`src/integer_to_radix_ascii_unit_defines.svh`:
```
// assertion macros shared by the radix ascii unit
`ifndef INTEGER_TO_RADIX_ASCII_UNIT_DEFINES_SVH
`define INTEGER_TO_RADIX_ASCII_UNIT_DEFINES_SVH

// same-cycle implication, disabled during reset
`define ITOA_ASSERT_SAME(label, clk, rst, ante, cons) \
   label: assert property (@(posedge clk) disable iff (rst) (ante) |-> (cons)) \
      else $error("itoa assertion failed");

// next-cycle implication, disabled during reset
`define ITOA_ASSERT_NEXT(label, clk, rst, ante, cons) \
   label: assert property (@(posedge clk) disable iff (rst) (ante) |=> (cons)) \
      else $error("itoa assertion failed");

`endif

```
`src/itoa_pkg.sv`:
```
// shared types and constants of the radix ascii unit
`default_nettype none

package itoa_pkg;

   localparam logic [7:0] CH_ZERO    = 8'h30;
   localparam logic [7:0] CH_NINE    = 8'h39;
   localparam logic [7:0] CH_UPPER_A = 8'h41;
   localparam logic [7:0] CH_UPPER_F = 8'h46;
   localparam logic [7:0] CH_MINUS   = 8'h2D;

   localparam logic [4:0] RADIX_MIN   = 5'd2;
   localparam logic [4:0] RADIX_MAX   = 5'd16;
   localparam logic [4:0] RADIX_RESET = 5'd10;

   // bits of the quotient retired per divider cycle
   localparam int BITS_PER_STEP = 4;

   typedef struct packed {
      logic load;        // take the input item, start a new string
      logic div_step;    // one divider cycle
      logic emit_sign;   // put '-' into the output register
      logic emit_digit;  // pop one digit into the output register
   } itoa_cmd_type;

   typedef struct packed {
      logic step_last;   // this divider cycle finishes a digit
      logic quot_zero;   // quotient after this cycle is zero
      logic out_free;    // output register can take a character
      logic neg;         // minus sign still to be sent
      logic count_one;   // one digit left on the stack
   } itoa_sts_type;

   function automatic logic [7:0] digit_char(input logic [3:0] d);
      if (d >= 4'd10) begin
         digit_char = CH_UPPER_A + {4'd0, d} - 8'd10;
      end else begin
         digit_char = CH_ZERO + {4'd0, d};
      end
   endfunction

endpackage

`default_nettype wire

```
`src/itoa_ctrl.sv`:
```
// controller state machine of the radix ascii unit
`default_nettype none

module itoa_ctrl (
   input  wire                   clock,
   input  wire                   reset,
   input  wire                   req_valid,
   output logic                  req_ready,
   input  wire itoa_pkg::itoa_sts_type sts,
   output itoa_pkg::itoa_cmd_type cmd
);
   import itoa_pkg::*;

   localparam logic [1:0] ST_IDLE = 2'd0;
   localparam logic [1:0] ST_DIV  = 2'd1;
   localparam logic [1:0] ST_EMIT = 2'd2;

   logic [1:0] state_ff;
   logic [1:0] state_in;

   always_comb begin
      state_in  = state_ff;
      cmd       = '0;
      req_ready = 1'b0;
      case (state_ff)
         ST_IDLE: begin
            req_ready = 1'b1;
            if (req_valid) begin
               cmd.load = 1'b1;
               state_in = ST_DIV;
            end
         end
         ST_DIV: begin
            cmd.div_step = 1'b1;
            if (sts.step_last && sts.quot_zero) begin
               state_in = ST_EMIT;
            end
         end
         ST_EMIT: begin
            if (sts.out_free) begin
               if (sts.neg) begin
                  cmd.emit_sign = 1'b1;
               end else begin
                  cmd.emit_digit = 1'b1;
                  if (sts.count_one) begin
                     state_in = ST_IDLE;
                  end
               end
            end
         end
         default: begin
            state_in = ST_IDLE;
         end
      endcase
   end

   always_ff @(posedge clock) begin
      if (reset) begin
         state_ff <= ST_IDLE;
      end else begin
         state_ff <= state_in;
      end
   end

endmodule

`default_nettype wire

```
`src/itoa_datapath.sv`:
```
// divider, digit stack, radix register and output register
`default_nettype none

module itoa_datapath #(
   parameter int VALUE_WIDTH = 32
) (
   input  wire                     clock,
   input  wire                     reset,
   input  wire [VALUE_WIDTH-1:0]   req_value,
   input  wire                     req_is_signed,
   input  wire                     csr_we,
   input  wire [4:0]               csr_wdata,
   input  wire itoa_pkg::itoa_cmd_type cmd,
   output itoa_pkg::itoa_sts_type  sts,
   input  wire                     rsp_ready,
   output logic                    rsp_valid,
   output logic [7:0]              rsp_char_code,
   output logic                    rsp_last
);
   import itoa_pkg::*;

   localparam int STEPS   = (VALUE_WIDTH + BITS_PER_STEP - 1) / BITS_PER_STEP;
   localparam int PAD_W   = STEPS * BITS_PER_STEP;
   localparam int STEP_W  = (STEPS > 1) ? $clog2(STEPS) : 1;
   localparam int CNT_W   = $clog2(VALUE_WIDTH + 1);
   localparam int STACK_W = VALUE_WIDTH * 4;

   logic [4:0]          radix_ff;
   logic [4:0]          base;
   logic [PAD_W-1:0]    quo_ff;
   logic [PAD_W-1:0]    quo_in;
   logic [3:0]          rem_ff;
   logic [3:0]          rem_in;
   logic [STEP_W-1:0]   step_ff;
   logic                step_last;
   logic                neg_ff;
   logic [STACK_W-1:0]  stack_ff;
   logic [CNT_W-1:0]    cnt_ff;
   logic                rsp_valid_ff;
   logic [7:0]          rsp_char_ff;
   logic                rsp_last_ff;
   logic                is_neg;
   logic [VALUE_WIDTH-1:0] mag;
   logic                out_free;

   // clamp the radix into 2..16
   always_comb begin
      if (radix_ff inside {[RADIX_MIN:RADIX_MAX]}) begin
         base = radix_ff;
      end else if (radix_ff < RADIX_MIN) begin
         base = RADIX_MIN;
      end else begin
         base = RADIX_MAX;
      end
   end

   always_ff @(posedge clock) begin
      if (reset) begin
         radix_ff <= RADIX_RESET;
      end else if (csr_we) begin
         radix_ff <= csr_wdata;
      end
   end

   assign is_neg = req_is_signed && req_value[VALUE_WIDTH-1];
   assign mag    = is_neg ? (~req_value + {{(VALUE_WIDTH-1){1'b0}}, 1'b1}) : req_value;

   // restoring division, four quotient bits per cycle
   always_comb begin
      logic [4:0]       r;
      logic [PAD_W-1:0] q;
      r = {1'b0, rem_ff};
      q = quo_ff;
      for (int i = 0; i < BITS_PER_STEP; i++) begin
         r = {r[3:0], q[PAD_W-1]};
         q = {q[PAD_W-2:0], 1'b0};
         if (r >= base) begin
            r    = r - base;
            q[0] = 1'b1;
         end
      end
      rem_in = r[3:0];
      quo_in = q;
   end

   assign step_last = (step_ff == STEP_W'(STEPS - 1));
   assign out_free  = !rsp_valid_ff || rsp_ready;

   always_ff @(posedge clock) begin
      if (cmd.load) begin
         quo_ff   <= PAD_W'(mag);
         rem_ff   <= 4'd0;
         step_ff  <= '0;
      end else if (cmd.div_step) begin
         quo_ff <= quo_in;
         if (step_last) begin
            rem_ff   <= 4'd0;
            step_ff  <= '0;
            stack_ff <= {stack_ff[STACK_W-5:0], rem_in};
         end else begin
            rem_ff  <= rem_in;
            step_ff <= step_ff + STEP_W'(1);
         end
      end else if (cmd.emit_digit) begin
         stack_ff <= {4'd0, stack_ff[STACK_W-1:4]};
      end
   end

   always_ff @(posedge clock) begin
      if (reset) begin
         neg_ff <= 1'b0;
         cnt_ff <= '0;
      end else if (cmd.load) begin
         neg_ff <= is_neg;
         cnt_ff <= '0;
      end else begin
         if (cmd.emit_sign) begin
            neg_ff <= 1'b0;
         end
         if (cmd.div_step && step_last) begin
            cnt_ff <= cnt_ff + CNT_W'(1);
         end else if (cmd.emit_digit) begin
            cnt_ff <= cnt_ff - CNT_W'(1);
         end
      end
   end

   // output register
   always_ff @(posedge clock) begin
      if (reset) begin
         rsp_valid_ff <= 1'b0;
      end else if (cmd.emit_sign || cmd.emit_digit) begin
         rsp_valid_ff <= 1'b1;
      end else if (rsp_ready) begin
         rsp_valid_ff <= 1'b0;
      end
   end

   always_ff @(posedge clock) begin
      if (cmd.emit_sign) begin
         rsp_char_ff <= CH_MINUS;
         rsp_last_ff <= 1'b0;
      end else if (cmd.emit_digit) begin
         rsp_char_ff <= digit_char(stack_ff[3:0]);
         rsp_last_ff <= (cnt_ff == CNT_W'(1));
      end
   end

   assign sts.step_last = step_last;
   assign sts.quot_zero = (quo_in == '0);
   assign sts.out_free  = out_free;
   assign sts.neg       = neg_ff;
   assign sts.count_one = (cnt_ff == CNT_W'(1));

   assign rsp_valid     = rsp_valid_ff;
   assign rsp_char_code = rsp_char_ff;
   assign rsp_last      = rsp_last_ff;

endmodule

`default_nettype wire

```
`src/integer_to_radix_ascii_unit.sv`:
```
// top level of the integer to radix ascii unit
//
//   channel | direction | handshake            | payload
//   --------+-----------+----------------------+-----------------------------
//   req     | in        | req_valid/req_ready  | req_value, req_is_signed
//   rsp     | out       | rsp_valid/rsp_ready  | rsp_char_code, rsp_last
//   csr     | in        | csr_we, no wait      | csr_wdata (radix)
//
// one item: accept, then a full divider pass over the value per digit,
//   then sign and digits into the output register as the output side takes them
// a 32-bit decimal item has at most 10 digits and 11 characters
// the divider retires four quotient bits a cycle
// reset: synchronous, radix back to 10, output empty, controller idle
// a stalled rsp side holds the emit phase; req_ready is high only when idle
`default_nettype none

module integer_to_radix_ascii_unit #(
   parameter int VALUE_WIDTH = 32
) (
   input  wire                   clock,
   input  wire                   reset,
   // input items
   input  wire                   req_valid,
   output logic                  req_ready,
   input  wire [VALUE_WIDTH-1:0] req_value,
   input  wire                   req_is_signed,
   // result items
   output logic                  rsp_valid,
   input  wire                   rsp_ready,
   output logic [7:0]            rsp_char_code,
   output logic                  rsp_last,
   // radix register
   input  wire                   csr_we,
   input  wire [4:0]             csr_wdata
);
   import itoa_pkg::*;

`include "integer_to_radix_ascii_unit_defines.svh"

   itoa_cmd_type cmd;
   itoa_sts_type sts;

   // sequencing: idle -> divide per digit -> emit sign and digits
   itoa_ctrl u_ctrl (
      .clock     (clock),
      .reset     (reset),
      .req_valid (req_valid),
      .req_ready (req_ready),
      .sts       (sts),
      .cmd       (cmd)
   );

   // divider, digit stack (lsd pushed first, popped msd first), output register
   itoa_datapath #(
      .VALUE_WIDTH (VALUE_WIDTH)
   ) u_datapath (
      .clock         (clock),
      .reset         (reset),
      .req_value     (req_value),
      .req_is_signed (req_is_signed),
      .csr_we        (csr_we),
      .csr_wdata     (csr_wdata),
      .cmd           (cmd),
      .sts           (sts),
      .rsp_ready     (rsp_ready),
      .rsp_valid     (rsp_valid),
      .rsp_char_code (rsp_char_code),
      .rsp_last      (rsp_last)
   );

   // a new item is only taken while idle, so ready drops right after
   `ITOA_ASSERT_NEXT(a_busy_after_accept, clock, reset, req_valid && req_ready, !req_ready)

   // only legal characters leave the block
   `ITOA_ASSERT_SAME(a_char_legal, clock, reset, rsp_valid,
      (rsp_char_code == CH_MINUS) ||
      ((rsp_char_code >= CH_ZERO) && (rsp_char_code <= CH_NINE)) ||
      ((rsp_char_code >= CH_UPPER_A) && (rsp_char_code <= CH_UPPER_F)))

   // a sign never ends a string
   `ITOA_ASSERT_SAME(a_sign_not_last, clock, reset,
      rsp_valid && (rsp_char_code == CH_MINUS), !rsp_last)

endmodule

`default_nettype wire
```
`config.mk`:
```
export PLATFORM = sky130hd
export DESIGN_NAME = integer_to_radix_ascii_unit
export DESIGN_NICKNAME = d
export VERILOG_FILES = /design/src/itoa_pkg.sv /design/src/itoa_ctrl.sv /design/src/itoa_datapath.sv /design/src/integer_to_radix_ascii_unit.sv
export VERILOG_INCLUDE_DIRS = /design/src /design/src/src
export SDC_FILE = /design/constraint.sdc
export NUM_CORES = 1
export LEC_CHECK = 0
export ABC_AREA = 1
export BUFFER_PORTS_ARGS = -buffer_cell sky130_fd_sc_hd__buf_2
export CELL_PAD_IN_SITES_DETAIL_PLACEMENT = 1
export CELL_PAD_IN_SITES_GLOBAL_PLACEMENT = 2
export CORE_ASPECT_RATIO = 2
export CORE_MARGIN = 2
export CORE_UTILIZATION = 39
export CTS_BUF_LIST = sky130_fd_sc_hd__clkbuf_4 sky130_fd_sc_hd__clkbuf_8 sky130_fd_sc_hd__clkbuf_16
export DETAILED_ROUTE_END_ITERATION = 8
export GPL_ROUTABILITY_DRIVEN = 0
export GPL_TIMING_DRIVEN = 0
export PLACE_DENSITY_LB_ADDON = 0.1
export SETUP_SLACK_MARGIN = 0.15
export SYNTH_ARGS = -nofsm -noshare
export SYNTH_HDL_FRONTEND = slang
export SYNTH_SLANG_ARGS = --single-unit
export TNS_END_PERCENT = 1
```
`constraint.sdc`:
```
create_clock -name clock -period 6.3 [get_ports clock]
set_input_delay 0.945 -clock clock [delete_from_list [all_inputs] [get_ports clock]]
set_output_delay 0.945 -clock clock [all_outputs]
set_load 0.01 [all_outputs]
```
==> Yosys cells after proc, flatten, opt, wreduce, memory -nomap -nowiden <==
Index checks and enable logic that the tools add are counted.
{ "totals": {"register_bits": 191, "inputBits": 43} }
{ "op_classes": {"n_addsub": 11, "bitwise": 2, "magnitude_cmp": 8, "reduce_logical": 17, "mux": 39, "eq_ne": 10} }
{ "op_table": {"columns": ["operator", "n"], "rows": [
  ["128-bit two-way mux", 3],
  ["32-bit two-way mux", 3],
  ["32-bit by 1-bit adder with 32-bit output, second input constant", 1],
  ["32-bit logical NOT", 1],
  ["32-bit NOT", 1],
  ["5-bit >= comparator", 4],
  ["4-bit two-way mux", 5],
  ["4-bit subtractor", 4],
  ["1-bit two-way mux", 14],
  ["2-bit two-way mux", 7],
  ["6-bit two-way mux", 2],
  ["5-bit two-way mux", 2],
  ["2-bit nonzero test", 5],
  ["7-bit by 4-bit adder with 8-bit output, first input constant", 1],
  ["8-bit two-way mux", 1],
  ["2-bit inequality test, second input constant", 4],
  ["8-bit by 4-bit subtractor with 8-bit output, second input constant", 1],
  ["6-bit by 4-bit adder with 7-bit output, first input constant", 1],
  ["6-bit by 1-bit adder with 6-bit output, second input constant", 1],
  ["6-bit by 1-bit equality test with 1-bit output, second input constant", 1],
  ["2-bit one-hot mux with 3 select lines", 1],
  ["6-bit by 1-bit subtractor with 6-bit output, second input constant", 1],
  ["5-bit by 2-bit >= comparator with 1-bit output, second input constant", 1],
  ["5-bit <= comparator, second input constant", 1],
  ["other kinds (16)", 21]
]} }

==> Depth between registers and ports, before layout <==
Gate-level depths: netlist of run 1.
{ "depth": {"ltp_word": 15, "ltp_mapped": 40, "mapped_depth_nobuf": 40} }

==> Cells and area by module <==
A second synthesis of run 1 with hierarchy kept.
{ "hier_totals": {"cells_unflattened": 1051, "area_unflattened_um2": 9711.8} }
{ "modules_own_cells": {"columns": ["mod", "instances", "seq_area_each_um2", "area_per_inst_um2", "cells_per_inst"], "rows": [
  ["itoa_datapath", 1, 5365.1, 9584.2, 1029],
  ["itoa_ctrl", 1, 40.0, 127.6, 22]
]} }

==> Worst setup path before layout of run 1 <==
No wires, ideal clock.
{ "synth_path": {"path_type": "register to register", "startpoint": "register u_datapath.radix_ff[1]", "endpoint": "register u_ctrl.state_ff[1]", "t_arrival_ns": 5.637, "path_slack_ns": 0.593, "t_required_ns": 6.230, "synth_period_minus_slack_ns": 5.707, "n_path_buf": 0, "path_stages_with_launch": 34, "path_cell_list": "dfxtp_1 o41ai_1 nand3_1 ha_1 nand4_1 nand2_2 a31o_2 xnor2_1 nand2_1 o21ai_0 inv_1 ha_1 a21oi_1 nand3_4 nand2_2 nand2_1 ha_1 a21oi_1 o21ai_1 a211oi_1 inv_1 a21oi_2 or2_2 nand2_1 ha_1 a21oi_1 inv_1 a221oi_1 nand3_1 inv_1 nand4_1 o21ai_1 nand2_1 a21oi_1"} }
{ "synth_between": {"elab_chain_len": 15, "elab_cells_between_ends": 24, "cone_classes": "add/sub (3); order compare (7); eq/ne (1); mux (9); reduce/logical (4)"} }
{ "synth_rtl": {"columns": ["item", "line_no", "rtl"], "rows": [
  ["start, declared", "itoa_datapath.sv:28", "logic [4:0] radix_ff;"],
  ["start signal, assigned", "itoa_datapath.sv:61", "radix_ff <= csr_wdata;"],
  ["5-bit by 2-bit less-than comparator with 1-bit output, or another cell as far along", "itoa_datapath.sv:50", "end else if (radix_ff < RADIX_MIN) begin"],
  ["5-bit two-way mux / 1-bit logical AND (equally long branches)", "itoa_datapath.sv:50, itoa_datapath.sv:48", null],
  ["5-bit two-way mux (*)", "itoa_datapath.sv:48", "if (radix_ff inside {[RADIX_MIN:RADIX_MAX]}) begin"],
  ["4-bit subtractor / 5-bit >= comparator (equally long branches)", "itoa_datapath.sv:78, itoa_datapath.sv:77", null],
  ["4-bit two-way mux", "itoa_datapath.sv:77", "if (r >= base) begin"],
  ["4-bit subtractor / 5-bit >= comparator (equally long branches)", "itoa_datapath.sv:78, itoa_datapath.sv:77", null],
  ["4-bit two-way mux", "itoa_datapath.sv:77", null],
  ["4-bit subtractor / 5-bit >= comparator (equally long branches)", "itoa_datapath.sv:78, itoa_datapath.sv:77", null],
  ["4-bit two-way mux", "itoa_datapath.sv:77", null],
  ["5-bit >= comparator", "itoa_datapath.sv:77", null],
  ["1-bit two-way mux", "itoa_datapath.sv:77", null],
  ["32-bit logical NOT (*)", "itoa_datapath.sv:150", "assign sts.quot_zero = (quo_in == '0);"],
  ["1-bit logical AND (*)", "itoa_ctrl.sv:35", "if (sts.step_last && sts.quot_zero) begin"],
  ["2-bit by 1-bit inequality test with 1-bit output (no source line) (*)", null, null],
  ["5-bit AND reduction (no source line) (*)", null, null],
  ["end signal, assigned", "itoa_ctrl.sv:61", "state_ff <= state_in;"],
  ["end, declared", "itoa_ctrl.sv:18", "logic [1:0] state_ff;"]
]} }
Every way passes the cells marked *; elsewhere a longest branch is shown, timed or not.
A chain may end at the register's enable or synchronous reset.

==> Worst setup path after layout of run 1 <==
{ "layout_path": {"startpoint": "register u_datapath.radix_ff[0]", "endpoint": "register u_ctrl.state_ff[1]"} }
The elaborated chain is that of the path after synthesis.

==> results by group, run 1 <==
Worst hold path
  – Worst hold path startpoint: u_datapath.rsp_char_code[4]
  – Min-Delay Path Depth: 2
  – Hold EP: u_datapath.rsp_char_code[4]
  – Hold/Removal Path Class: reg2reg

Power and ir drop
  – Switching power: 2.28 mW
  – Sequential Power Share: 29.3%
  – Clock share of power: 20.2%
  – Power density cells: 509 nW/um2
  – Int Pwr: 3.54 mW
  – Worst VDD drop: 0.307 mV
  – Comb pwr share: 50.5%
  – Leak pwr: 4.81 nW
  – Net Sw Frac: 39.2%
  – Total power: 5.82 mW

GRT
  – GR Util All Layers: 18.5%
  – Number of global-route vias before repair: 7970
  – Gr ovfl total: 0
  – Largest net degree at the start of global routing: 83
  – Initial antenna violation count: 0
  – First-pass GRT wire length: 38.9 mm

Job
  – Max cap viols: 0

CTS
  – Root Driver: clkbuf_16
  – Clk slew on worst S/H paths: 70 ps
  – H-tree depth: 4
  – CTS tree: built
  – CTS Buffer Depth: 2
  – # clock sinks: 190
  – CTS Buf Count: 17
  – Worst skew pair latency: 450 ps
  – Post-CTS Hold Buffers: 0

Floorplan
  – CORE AREA: 24800 um2
  – DIE WIDTH: 116 um
  – Site Rows: 82
  – Starting Density: 39.3%
  – I/O Pins: 54
  – DIE AREA: 26400 um2
  – Die Y: 228 um

Drt
  – Drc violations: 0
  – Via/cell ratio: 4.95
  – M1 wire length: 10.8 mm
  – Drt total wl: 23.0 mm
  – DR vias: 7572
  – Drt pass-1 iters: 4
  – DR top layer: met4
  – Metal3 WL: 448 um
  – Routed met2 length: 11.5 mm
  – DR WL/cell: 15.1 um
  – Antenna violation net count after detailed routing: 0
  – DR iter-0 viols: 406

Worst setup path
  – Reg2reg setup slack: 490 ps
  – Worst r2r path cells: 36
  – Startpoint Class: flip-flop
  – Crit-path most repeated cell: nand2_1
  – CP required: 6680 ps
  – R2R Path End: u_ctrl.state_ff[1]
  – CP Capture Type: flip-flop
  – CP max stage delay: 380 ps
  – Worst path arrival time: 6190 ps
  – Peak fanout along the critical path: 6
  – Crit Path Category: reg2reg
  – Beginning of the critical path: u_datapath.radix_ff[0]
  – Reg-to-Reg Start: u_datapath.radix_ff[0]
  – CP max-delay cell: o41ai_4

Yosys
  – Yosys reg bits: 190
  – Synth unique cells: 50
  – Top cells by area, synth: edfxtp_1 (49%), nand2_1 (17%), dfxtp_1 (6.1%)
  – Net Count, Synth: 1166
  – Synth Flop Type: edfxtp_1
  – Yosys top cell area share: 49.2%
  – Post-synth top area cell: edfxtp_1
  – Mean Syn Cell Area: 8.93 um2
  – Syn Inst Count: 1093
  – Post-synth top cells: nand2_1 (436), edfxtp_1 (160), inv_1 (78), o21ai_0 (67), nor2_1 (60)
  – Synth warn: 0
  – Number of synthesized flops with an enable pin: 160
  – Seq/Total Area, Yosys: 55.3%
  – Ys async rst share: 0%
  – Count leader, synth: nand2_1
  – Mapped cell area: 9770 um2

STA
  – Setup TNS: 0 ps
  – Fmax: 0.172 GHz
  – Worst setup margin: 489 ps
  – Layout Skew: 16.3 ps
  – Max Slew Vio Count: 0
  – Final worst path period share: 92.2%
  – Setup repair after global routing missed its margin: no
  – Setup violators final: 0
  – Final Hold Viols: 0
  – Worst-margin pin slew: 641 ps
  – Min Tclk post-route: 5810 ps
  – Worst slew margin: 57.3%

Finish
  – Antenna diodes: 0
  – Share of cells above drive strength 1: 14.2%
  – Area grow syn2layout: 17.1%
  – Final net count: 1254

Placed design
  – Post-DP HPWL: 16.5 mm
  – Pre-CTS setup slack: -918 ps
  – Port Buffers: 52

Run status
  – Status: complete, no violations
[metal layers]
| metal | GRT usage [%] | up-vias |
|---|---|---|
| met5 | 0 | - |
| met4 | 5.65 | 0 |
| met3 | 3.48 | 16 |
| met2 | 30.4 | 70 |
| met1 | 24.5 | 3688 |
| li1 | - | 3798 |
[flip-flops by register name, summed over array words and instances (netlist names), 2 cells and up]
name	cells
u_ctrl.state_ff	2
u_datapath.cnt_ff	6
u_datapath.quo_ff	32
u_datapath.radix_ff	5
u_datapath.rem_ff	4
u_datapath.rsp_char_code	7
u_datapath.stack_ff	128
u_datapath.step_ff	3
[cell usage in the layout (no fill, tap or decap), drive strengths merged, types with 8 or more instances in the layout]
master	count
nand2	450
nor4	8
a21oi	28
clkbuf	52
nor2	60
nor3	21
ha	28
xor2	25
dfxtp	30
nand4	10
edfxtp	160
nand3	29
o21ai	82
xnor2	11
buf	73
inv	85
[worst max path at each step]
stage	to	slack (ps)
after CTS	u_datapath.stack_ff[2]	150
after global routing	u_ctrl.state_ff[1]	80
after detailed placement	u_datapath.stack_ff[0]	-920
after global placement	u_datapath.stack_ff[0]	-700
after floorplan	u_ctrl.state_ff[1]	590
final	u_ctrl.state_ff[1]	490
[worst max-delay path: cells and delay by family (launching register included)]
| kind | cells | cell delay [ps] |
|---|---|---|
| adder cells (fa/ha/maj) | 5 | 1190 |
| AND/OR/NAND/NOR | 15 | 1700 |
| flip-flops | 1 | 330 |
| buffers and inverters | 5 | 410 |
| XOR/XNOR | 1 | 150 |
| AO/OA/AOI/OAI | 10 | 1960 |
[per-stage QoR]
stage	std cells	hold WS, ps	cell area (um2)	utilization [%]
after CTS	1521	471	11200	45.2
final	1530	466	11400	46.0
after floorplan	1093	433	9770	-
after global routing	1530	497	11400	46.0
after detailed placement	1482	457	10500	42.2
after global placement	1481	454	10400	42.1
[power by group through the flow]
stage	clock (mW)	sequential, mW	combinational (mW)
after CTS	1.21	1.71	2.50
after detailed placement	0	1.73	2.13
after global routing	1.26	1.73	3.27
after global placement	0	1.74	2.04
after floorplan	0	1.72	1.55
final	1.17	1.71	2.94
[final cells by class]
cell class | instances | area [um2]
fill | 2976 | 13400
sequential | 190 | 5410
multi-input combinational | 783 | 4090
clock buffer | 18 | 433
timing repair buffer | 68 | 420
tap | 336 | 420
inverter | 82 | 313
clock inverter | 14 | 203
buffer | 39 | 150
[repair_timing]
item / 4_1_cts / 5_1_grt
gates resized for setup: 15 / 28
buffers inserted: 7 / 7
pin swaps: 5 / 12
cloned: 0 / 1
setup endpoints to repair: 11 / 11
[cells by family after synthesis]
| logic type | after synthesis | share of synthesized area (%) |
|---|---|---|
| and+or+nand+nor | 585 | 25.2 |
| AOI/OAI and AO/OA | 130 | 7.52 |
| DFF | 190 | 55.3 |
| other | 1 | 0.0384 |
| buffers and inverters | 121 | 4.69 |
| xor gates and xnor gates | 36 | 3.23 |
| adders and majority gates | 30 | 4.00 |
(Power assumes the default switching activity.)
==> run 2, diff against run 1 <==
- CORE_ASPECT_RATIO: 2 -> unset
- SKIP_CTS_REPAIR_TIMING: unset -> 1
- clock period: 6.3 -> 6.5 ns (I/O delays scaled with it)
==> run 2 against run 1 <==
Combinational power down 12%. Register-to-register slack better by 130 ps. Cell area down 1.5%. Global-route usage grew 0.30 points. Critical path type unchanged. Largest cell class unchanged. Sequential power down 3%. Worst hold slack got worse by 0.87 ps. Worst setup slack gained 130 ps. Final cell count decreased by 1.2%. Fmax shrank 1.1%. Count of clock-buffer cells in the layout decreased by 1. Non-clock buffer count fell by 4.
==> results by group, run 2 (synthesis results as in run 1) <==
CTS
  – Root Driver: clkbuf_16
  – # clock sinks: 190
  – H-tree depth: 4
  – Worst skew pair latency: 440 ps
  – CTS tree: built
  – CTS Buf Count: 17
  – Clk slew on worst S/H paths: 70 ps
  – CTS Buffer Depth: 2

Finish
  – Final net count: 1249
  – FILL cells: 2873
  – Most frequent cells in the layout: nand2_1 (436), edfxtp_1 (160), inv_1 (74), o21ai_0 (62), nor2_1 (58)
  – Commonest non-fill, non-tap cell in the layout: nand2_1
  – Antenna diodes: 0
  – Biggest regs: u_datapath.stack_ff (128), u_datapath.quo_ff (32), u_datapath.rsp_char_code (7)
  – Non-Filler Instances: 1512
  – Max reg flops: 128
  – Largest Register: u_datapath.stack_ff
  – Fin area: 11300 um2
  – Share of cells above drive strength 1: 12.9%
  – Area grow syn2layout: 15.3%

Floorplan
  – Die Y: 162 um
  – Site Rows: 57
  – Starting Density: 39.9%
  – I/O Pins: 54
  – CORE AREA: 24500 um2
  – DIE WIDTH: 162 um
  – DIE AREA: 26300 um2

Worst hold path
  – Worst hold path startpoint: u_datapath.rsp_char_code[4]
  – Hold EP: u_datapath.rsp_char_code[4]
  – Hold/Removal Path Class: reg2reg
  – Min-Delay Path Depth: 2

Worst setup path
  – CP max stage delay: 370 ps
  – Reg-to-Reg Start: u_datapath.radix_ff[3]
  – Peak fanout along the critical path: 9
  – Worst Path Buf+Inv: 6
  – R2R Path End: u_datapath.stack_ff[1]
  – CP max-delay cell: o41ai_4
  – Startpoint Class: flip-flop
  – Worst r2r path cells: 32
  – Crit Path Category: reg2reg
  – Reg2reg setup slack: 620 ps
  – CP top delay family: compound AO/OA/AOI/OAI gates
  – CP required: 6660 ps
  – CP Capture Type: flip-flop
  – Worst path arrival time: 6040 ps

Job
  – Max cap viols: 0

Power and ir drop
  – Power density cells: 470 nW/um2
  – Leak pwr: 4.74 nW
  – Worst VDD drop: 0.318 mV
  – Total power: 5.30 mW

Drt
  – DR WL/cell: 15.6 um
  – Drc violations: 0
  – DR iter-0 viols: 453
  – DR vias: 7467
  – Antenna violation net count after detailed routing: 0
  – Drt total wl: 23.6 mm
  – Drt pass-1 iters: 5
  – Via/cell ratio: 4.94

GRT
  – GR Util All Layers: 18.8%
  – Gr ovfl total: 0
  – Initial antenna violation count: 0
  – Largest net degree at the start of global routing: 89
  – First-pass GRT wire length: 39.3 mm
  – Number of global-route vias before repair: 7653

STA
  – Fmax: 0.170 GHz
  – Setup TNS: 0 ps
  – Setup violators final: 0
  – Final Hold Viols: 0
  – Final worst path period share: 90.4%
  – Setup repair after global routing missed its margin: no
  – Min Tclk post-route: 5880 ps
  – Layout Skew: 14.7 ps
  – Worst slew margin: 54.4%
  – Max Slew Vio Count: 0
  – Worst-margin pin slew: 684 ps

Placed design
  – Port Buffers: 52
  – Placed cells: 1470
  – Dpl cell area: 10500 um2
  – Post-DP HPWL: 16.7 mm

Run status
  – Status: complete, no violations
-- run 2: power breakdown --
group          switching [mW]  internal (mW)  leakage, nW
clock network           0.511          0.543        0.269
logic                    1.49           1.09         2.74
registers              0.0957           1.56         1.74
total                    2.09           3.20         4.74
-- run 2: per-stage QoR --
step	worst slack, ps	hold slack [ps]	utilization, %
floorplan	793	433	-
global placement	-473	453	42.6
detailed placement	-487	456	42.8
CTS	-524	468	45.1
global route	92.1	485	46.0
finish	623	465	46.0
-- run 2: layer usage --
layer	vias to the layer above	routed length [um]	track usage, %	share of wire (%)
li1	3796	-	-	-
met4	0	105	4.22	0.45
met2	84	10600	29.5	45
met5	-	0	0	0
met3	7	575	3.06	2.4
met1	3580	12300	27.4	52
-- run 2: worst max-delay path by stage --
stage / from / end / slack, ps / cells past startpoint
floorplan: u_datapath.radix_ff[1] / u_ctrl.state_ff[1] / 790 / 33
global placement: u_datapath.radix_ff[1] / u_datapath.stack_ff[0] / -470 / 31
detailed placement: u_datapath.radix_ff[1] / u_datapath.stack_ff[0] / -490 / 29
CTS: u_datapath.radix_ff[1] / u_datapath.stack_ff[0] / -520 / 29
global route: u_datapath.radix_ff[0] / u_ctrl.state_ff[1] / 90 / 37
finish: u_datapath.radix_ff[3] / u_datapath.stack_ff[1] / 620 / 32
-- run 2: final cells by class --
type | instances | area (um2) | area share (%)
timing repair buffer | 64 | 403 | 3.58
tap | 324 | 405 | 3.60
multi-input combinational | 782 | 4000 | 35.6
buffer | 39 | 150 | 1.33
inverter | 82 | 313 | 2.78
clock buffer | 17 | 425 | 3.78
sequential | 190 | 5410 | 48.0
clock inverter | 14 | 155 | 1.38
-- run 2: worst min-delay path: stages (launching register included) --
cell and delay, ps:
dfxtp_1 310, nand2_1 60, a21oi_1 50
